File: src/design/gbh_pkg.sv
// gbh_pkg: shared constants, request codes and controller/datapath structs
// for the grid bin histogram block; no dependencies
package gbh_pkg;

  // store sizes
  localparam int MAX_VCUTS  = 16;
  localparam int MAX_HCUTS  = 16;
  localparam int COORD_BITS = 30;
  localparam int COUNT_BITS = 16;

  // derived widths
  localparam int ROW_CELLS = MAX_HCUTS + 1;
  localparam int NUM_CELLS = (MAX_VCUTS + 1) * (MAX_HCUTS + 1);
  localparam int CELL_W    = $clog2(NUM_CELLS);
  localparam int VCNT_W    = $clog2(MAX_VCUTS + 1);
  localparam int HCNT_W    = $clog2(MAX_HCUTS + 1);
  localparam int VIDX_W    = (MAX_VCUTS > 1) ? $clog2(MAX_VCUTS) : 1;
  localparam int HIDX_W    = (MAX_HCUTS > 1) ? $clog2(MAX_HCUTS) : 1;

  // request codes
  localparam logic [1:0] REQ_VCUT   = 2'd0;
  localparam logic [1:0] REQ_HCUT   = 2'd1;
  localparam logic [1:0] REQ_POINT  = 2'd2;
  localparam logic [1:0] REQ_FINISH = 2'd3;

  // controller to datapath commands
  typedef struct packed {
    logic accept;      // input transfer this cycle
    logic pt_rd;       // point accepted, read its cell
    logic pt_wr;       // write back incremented cell count
    logic scan_start;  // finish accepted, reset scan counters
    logic scan_rd;     // read and zero one scanned cell
    logic clr_wr;      // clearing pass write
    logic out_load;    // load result register, clear cut counts and overflow
  } gbh_cmd_t;

  // datapath to controller status
  typedef struct packed {
    logic clr_last;
    logic scan_last;
  } gbh_sts_t;

endpackage

File: src/design/gbh_ctrl.sv
// gbh_ctrl: sequencer for clearing pass, point update, finish scan and result
// depends on gbh_pkg
module gbh_ctrl
  import gbh_pkg::*;
(
  input  logic       clk,
  input  logic       rst_n,
  input  logic       in_valid,
  input  logic [1:0] in_req_type,
  output logic       in_ready,
  output logic       out_valid,
  input  logic       out_ready,
  input  gbh_sts_t   sts,
  output gbh_cmd_t   cmd
);

  localparam logic [2:0] S_CLEAR    = 3'd0;
  localparam logic [2:0] S_IDLE     = 3'd1;
  localparam logic [2:0] S_PT_WR    = 3'd2;
  localparam logic [2:0] S_SCAN     = 3'd3;
  localparam logic [2:0] S_SCAN_END = 3'd4;
  localparam logic [2:0] S_DONE     = 3'd5;

  logic [2:0] state_r, state_nxt;
  logic       out_valid_r, out_valid_nxt;
  logic       accept;
  logic       out_free;

  assign in_ready  = (state_r == S_IDLE);
  assign accept    = in_valid && in_ready;
  assign out_valid = out_valid_r;
  assign out_free  = !out_valid_r || out_ready;

  // commands
  always_comb begin
    cmd            = '0;
    cmd.accept     = accept;
    cmd.pt_rd      = accept && (in_req_type == REQ_POINT);
    cmd.scan_start = accept && (in_req_type == REQ_FINISH);
    cmd.pt_wr      = (state_r == S_PT_WR);
    cmd.scan_rd    = (state_r == S_SCAN);
    cmd.clr_wr     = (state_r == S_CLEAR);
    cmd.out_load   = (state_r == S_DONE) && out_free;
  end

  // next state
  always_comb begin
    state_nxt = state_r;
    case (state_r)
      S_CLEAR: begin
        if (sts.clr_last) state_nxt = S_IDLE;
      end
      S_IDLE: begin
        if (cmd.pt_rd) state_nxt = S_PT_WR;
        else if (cmd.scan_start) state_nxt = S_SCAN;
      end
      S_PT_WR: begin
        state_nxt = S_IDLE;
      end
      S_SCAN: begin
        if (sts.scan_last) state_nxt = S_SCAN_END;
      end
      S_SCAN_END: begin
        state_nxt = S_DONE;
      end
      S_DONE: begin
        if (out_free) state_nxt = S_IDLE;
      end
      default: begin
        state_nxt = S_IDLE;
      end
    endcase
  end

  // result valid flag
  always_comb begin
    out_valid_nxt = out_valid_r;
    if (cmd.out_load) out_valid_nxt = 1'b1;
    else if (out_ready) out_valid_nxt = 1'b0;
  end

  always_ff @(posedge clk) begin
    if (!rst_n) begin
      state_r     <= S_CLEAR;
      out_valid_r <= 1'b0;
    end else begin
      state_r     <= state_nxt;
      out_valid_r <= out_valid_nxt;
    end
  end

endmodule

File: config.mk
export PLATFORM = sky130hd
export DESIGN_NAME = gbh_ctrl
export DESIGN_NICKNAME = d
export VERILOG_FILES = /design/src/design/gbh_pkg.sv /design/src/design/gbh_ctrl.sv
export SDC_FILE = /design/constraint.sdc
export NUM_CORES = 1
export LEC_CHECK = 0
export BUFFER_PORTS_ARGS = -buffer_cell sky130_fd_sc_hd__buf_2
export CAP_MARGIN = 25
export CORE_AREA = 4 4 41 43
export CTS_CLUSTER_DIAMETER = 150
export DETAILED_ROUTE_END_ITERATION = 8
export DIE_AREA = 0 0 45 47
export GPL_ROUTABILITY_DRIVEN = 0
export PLACE_DENSITY_LB_ADDON = 0.08
export SLEW_MARGIN = 20
export SYNTH_ARGS = -nofsm -noshare
export SYNTH_HDL_FRONTEND = slang
export SYNTH_SLANG_ARGS = --single-unit
export TNS_END_PERCENT = 50
File: constraint.sdc
create_clock -name clk -period 2.2 [get_ports clk]
set_input_delay 0 -clock clk [delete_from_list [all_inputs] [get_ports clk]]
set_output_delay 0 -clock clk [all_outputs]
set_load 0.02 [all_outputs]
==> impl_metrics.toml, run 1 <==
[cts]
path_clk_slew_ns = 0.04
clk_path_buf_depth = 2
cts_tree = "yes"
clock_latency_ns = 0.24
holdBufCountCts = 0
cts_setup_buffers = 0
cts_root_buf = "clkbuf_4"
cts_resized = 0
cts_buffers = 3
htree_levels = 1
cts_sinks = 4

[timing]
maxSlewHeadroom = 0.8219
layout_worst_path_cycle_share = 0.6458
finalHoldViolCount = 0
fmax_mhz = 703.8
clock_skew_ns = 0.001404
rsz0062_at_grt = "false"
slew_violations = 0
fin_tns_setup_ns = 0
layout_setup_ws_ns = 0.7792
fin_crit_ns = 1.421
setup-violations-final = 0
tightest_slew_ns = 0.2636

[global_routing]
grt_pass1_wl_um = 917
grt-ovfl-total = 0
antenna_found_initial = 0
grt_max_degree = 10
grt.total_usage = 0.06561
grt_pass1_vias = 207

[worst_setup_path]
critPathLaunchType = "flop"
critPathKind = "flop to output pin"
slowest_delay_ns = 0.43
crit_path_cell_trace = "nor3b_2 -> and3_1 -> and2_1 -> buf_2"
crit_fanout = 8
required_ns = 2.20
r2r_cells = 3
arrival_ns = 1.42
crit_path_end_kind = "output pin"
crit_slowest_cell = "dfxtp_1"

[logic_synthesis]
synthesis.area_um2 = 261.5
syn_area_per_cell_um2 = 8.717
ys_seq_area_frac = 0.3062
ys_warn_count = 0
synth.distinct_cells = 19
netlist_instances = 30
synth-seq-cells = 4
syn-num-nets = 38

[power_and_ir_drop]
p_leak_nw = 0.1870
p_per_area_nw_per_um2 = 563.0
power_w = 0.0002071
irDropWorstVdd_v = 0.0002375

[place]
dp_hpwl_um = 525.6
pre_cts_slack_ns = 1.022
port_buffers = 16

[drt]
avgViaCountPerCell = 4.306
finalWirelength_um = 659
firstDrtPassIters = 2
drc_errors = 0
num_vias = 267
drt_iter0_markers = 6
antenna_left = 0
drt-wirelength-per-cell_um = 10.63

[finish]
synthToLayoutAreaGrowth_pct = 40.67
drive_gt1_frac = 0.4255
antenna_cells = 0
fin_nets = 57

[die]
start_util = 0.2010
rows = 13
core_area_um2 = 1301
die_y_um = 47
dieArea_um2 = 2115
die_x_um = 45
boundaryPins = 17

[flow_run]
drv_cap = 0

[hold_path]
hp-class = "input pin to flop"
hold_depth = 3

[run_status]
status = "complete, no violations"
report_power, final:
part	switching [W]	internal (W)	total [W]
registers	0.00000425	0.0000753	0.0000795
logic	0.0000187	0.0000166	0.0000353
clock network	0.0000312	0.0000611	0.0000923
total	0.0000541	0.000153	0.000207
per-layer routing:
| layer | share of wire | up-vias | global-route usage |
|---|---|---|---|
| met5 | 0 | - | 0 |
| met4 | 0.032 | 0 | 0.07018 |
| met1 | 0.48 | 109 | 0.08884 |
| met2 | 0.36 | 15 | 0.07062 |
| li1 | - | 140 | - |
| met3 | 0.13 | 3 | 0.02682 |
final timing paths:
check	slack, ns	endpoint	start
setup / recovery	0.78	cmd[3]	state_r[0]
hold / removal	0.02	state_r[0]	sts[1]
setup reg to reg	1.07	state_r[2]	state_r[2]
hold reg to reg	0.51	out_valid	out_valid
critical path: cells and delay by family (launching register included):
kind,cells,cell delay [ns]
and+or+nand+nor,3,0.61
DFF,1,0.43
buffers and inverters,1,0.15
logic make-up after synthesis:
logic type	share of synthesized area
AOI/OAI and AO/OA	0.1866
buffers and inverters	0.05740
and+or+nand+nor	0.4498
DFF	0.3062
layout by cell type, fill, tap and decap left out:
cell,instances
buf_2,16
dfxtp_1,4
nor2b_1,3
and2_1,3
clkbuf_4,3
nor3b_1,2
a21oi_1,2
o21a_1,2
nand3b_1,1
nand2b_1,1
nor3b_2,1
and3_1,1
and2b_1,1
and3b_1,1
nor3_1,1
a21boi_1,1
nand2_1,1
o21bai_1,1
o41ai_1,1
or2b_1,1
sequential cells by signal, summed over array words and instances, names as in the netlist:
name       count
state_r        3
out_valid      1
synthesized netlist by cell type:
master / count / share of area
dfxtp_1: 4 / 0.31
o21a_1: 2 / 0.057
and3b_1: 1 / 0.033
a21oi_1: 2 / 0.038
nand2_1: 1 / 0.014
buf_4: 2 / 0.057
nor3b_1: 2 / 0.057
and3_1: 1 / 0.024
and2b_1: 1 / 0.029
a21boi_1: 1 / 0.029
nor2b_1: 3 / 0.072
o21bai_1: 1 / 0.029
o41ai_1: 1 / 0.033
or2b_1: 1 / 0.029
nor3_1: 1 / 0.019
nor3b_2: 1 / 0.048
nand3b_1: 1 / 0.029
and2_1: 3 / 0.072
nand2b_1: 1 / 0.024
cell type report:
| class | instances | area, µm² |
|---|---|---|
| fill | 165 | 933.4 |
| multi-input combinational | 24 | 166.4 |
| sequential | 4 | 80.08 |
| timing repair buffer | 16 | 80.08 |
| clock buffer | 3 | 22.52 |
| tap | 15 | 18.77 |
through the flow:
stage	cell area, µm²	hold slack (ns)	util	instances
floorplan	261.5	0.1175	-	30
global placement	345.3	0.2743	0.2654	59
detailed placement	345.3	0.2680	0.2654	59
CTS	367.9	0.01796	0.2827	62
global route	367.9	0.02922	0.2827	62
finish	367.9	0.02319	0.2827	62
(Power assumes the default switching activity.)
==> run 2, diff against run 1 <==
Clock period 2.2 ns to 1.2 ns, I/O delays scaled along.
==> run 2 against run 1 <==
Net effect:
- the run now ends with negative setup slack left
- via count increased by 9.7%
- cell area increased by 22%
- power increased by 93%
- sequential power increased by 77%
- largest cell class unchanged
==> impl_metrics.toml, run 2 (synthesis results as in run 1) <==
[run_status]
status = "complete, but fails checks"
violations = "negative setup slack"

[global_routing]
grt.total_usage = 0.07650
antenna_found_initial = 0
grt_max_degree = 9
grt_pass1_vias = 287
met1_usage = 0.07014
met3_usage = 0.04215
grt-ovfl-total = 0
grt_pass1_wl_mm = 1.069
grt_util_met2 = 0.1130
busiest_layer = "met2"

[die]
die_y_um = 47
start_util = 0.2010
core_area_um2 = 1301
boundaryPins = 17
dieArea_um2 = 2115
die_x_um = 45
rows = 13

[hold_path]
hp-class = "input pin to flop"

[timing]
tightest_slew_ns = 0.3171
layout_worst_path_cycle_share = 1.026
finalHoldViolCount = 0
slew_violations = 0
setup-violations-final = 2
fmax_mhz = 812.4
fin_crit_ns = 1.231
rsz0062_at_grt = "true"
maxSlewHeadroom = 0.7859
clock_skew_ns = 0.002594
layout_setup_ws_ns = -0.03099

[cts]
clock_latency_ns = 0.23
cts_root_buf = "clkbuf_4"
path_clk_slew_ns = 0.04
htree_levels = 1
holdBufCountCts = 0
cts_tree = "yes"
clk_path_buf_depth = 2
cts_buffers = 3
cts_sinks = 4

[worst_setup_path]
crit_path_end_kind = "output pin"
slowest_delay_ns = 0.35
required_ns = 1.20
critPathLaunchType = "flop"
critPathKind = "flop to output pin"
crit_fanout = 6
crit_slowest_cell = "dfxtp_2"
crit_path_cell_trace = "nor3b_4 -> and3_4 -> and2b_1 -> buf_6"
r2r_slack_ns = 0.05
arrival_ns = 1.23

[finish]
largest-register = "state_r"
synthToLayoutAreaGrowth_pct = 72.25
drive_gt1_frac = 0.5849
antenna_cells = 0
fin_nets = 63
num-fill-cells = 155
stdcell_area_um2 = 450.4
largest_register_ffs = 3
final_util = 0.3462
layout_commonest_cell = "buf_2"
final_cell_mix = "buf_2, buf_4, nor2b_1, clkbuf_4"
multi_input_area_um2 = 180.2
regArea_um2 = 86.33
instances_no_fill = 68

[power_and_ir_drop]
p_per_area_nw_per_um2 = 889.6
power_w = 0.0004007
p_leak_nw = 0.2209
irDropWorstVdd_v = 0.0004874

[drt]
drc_errors = 0
drt-wirelength-per-cell_um = 10.79
drt_iter0_markers = 0
finalWirelength_um = 734
num_vias = 293
firstDrtPassIters = 1
avgViaCountPerCell = 4.309
antenna_left = 0

[place]
pre_cts_slack_ns = 0.08650
detailed_place.area_um2 = 366.6
port_buffers = 16
dp.cells = 61

[flow_run]
drv_cap = 0
[run 2: final cells by class]
cell class              count  area share
clock buffers               3     0.05000
multi-input cells          24      0.4000
flip-flops and latches      4      0.1917
well taps                  15     0.04167
repair buffers             22      0.3167
[run 2: where the power goes]
| group | internal (W) | leakage [nW] | switching (W) | total [W] |
|---|---|---|---|---|
| Combinational | 0.0000500 | 0.173 | 0.0000444 | 0.0000944 |
| Sequential | 0.000137 | 0.0341 | 0.00000355 | 0.000141 |
| Clock | 0.000112 | 0.0138 | 0.0000538 | 0.000166 |
[run 2: worst paths after layout]
path / startpoint / endpoint / cells past startpoint
worst max register to register: state_r[0] / state_r[1] / 5
worst max-delay path: state_r[2] / cmd[5] / 4
worst min-delay path: rst_n / state_r[2] / 2
worst min register to register: out_valid / out_valid / 2
[run 2: routing by layer]
layer,vias up,routed length (µm)
met1,128,300
met5,-,0
li1,151,-
met4,0,4
met2,12,340
met3,2,89
[run 2: critical path: cells and delay by family (launching register included)]
family                 cells  cell delay, ns
buffers and inverters      1            0.12
DFF                        1            0.35
and+or+nand+nor            3            0.53
[run 2: repair_timing]
action / in CTS / in global routing
endpoints found under the setup margin: 3 / 4
setup buffers: 3 / 1
endpoints found under the hold margin: 0 / 0
gates resized for setup: 9 / 3
pin swaps: 2 / 2
[run 2: through the flow]
step	hold slack [ns]	TNS, ns
2_1_floorplan	0.1175	0
3_3_place_gp	0.2751	0
3_5_place_dp	0.2669	0
4_1_cts	0.01845	-0.07076
5_1_grt	0.01598	-0.2180
6_report	0.02574	-0.04729
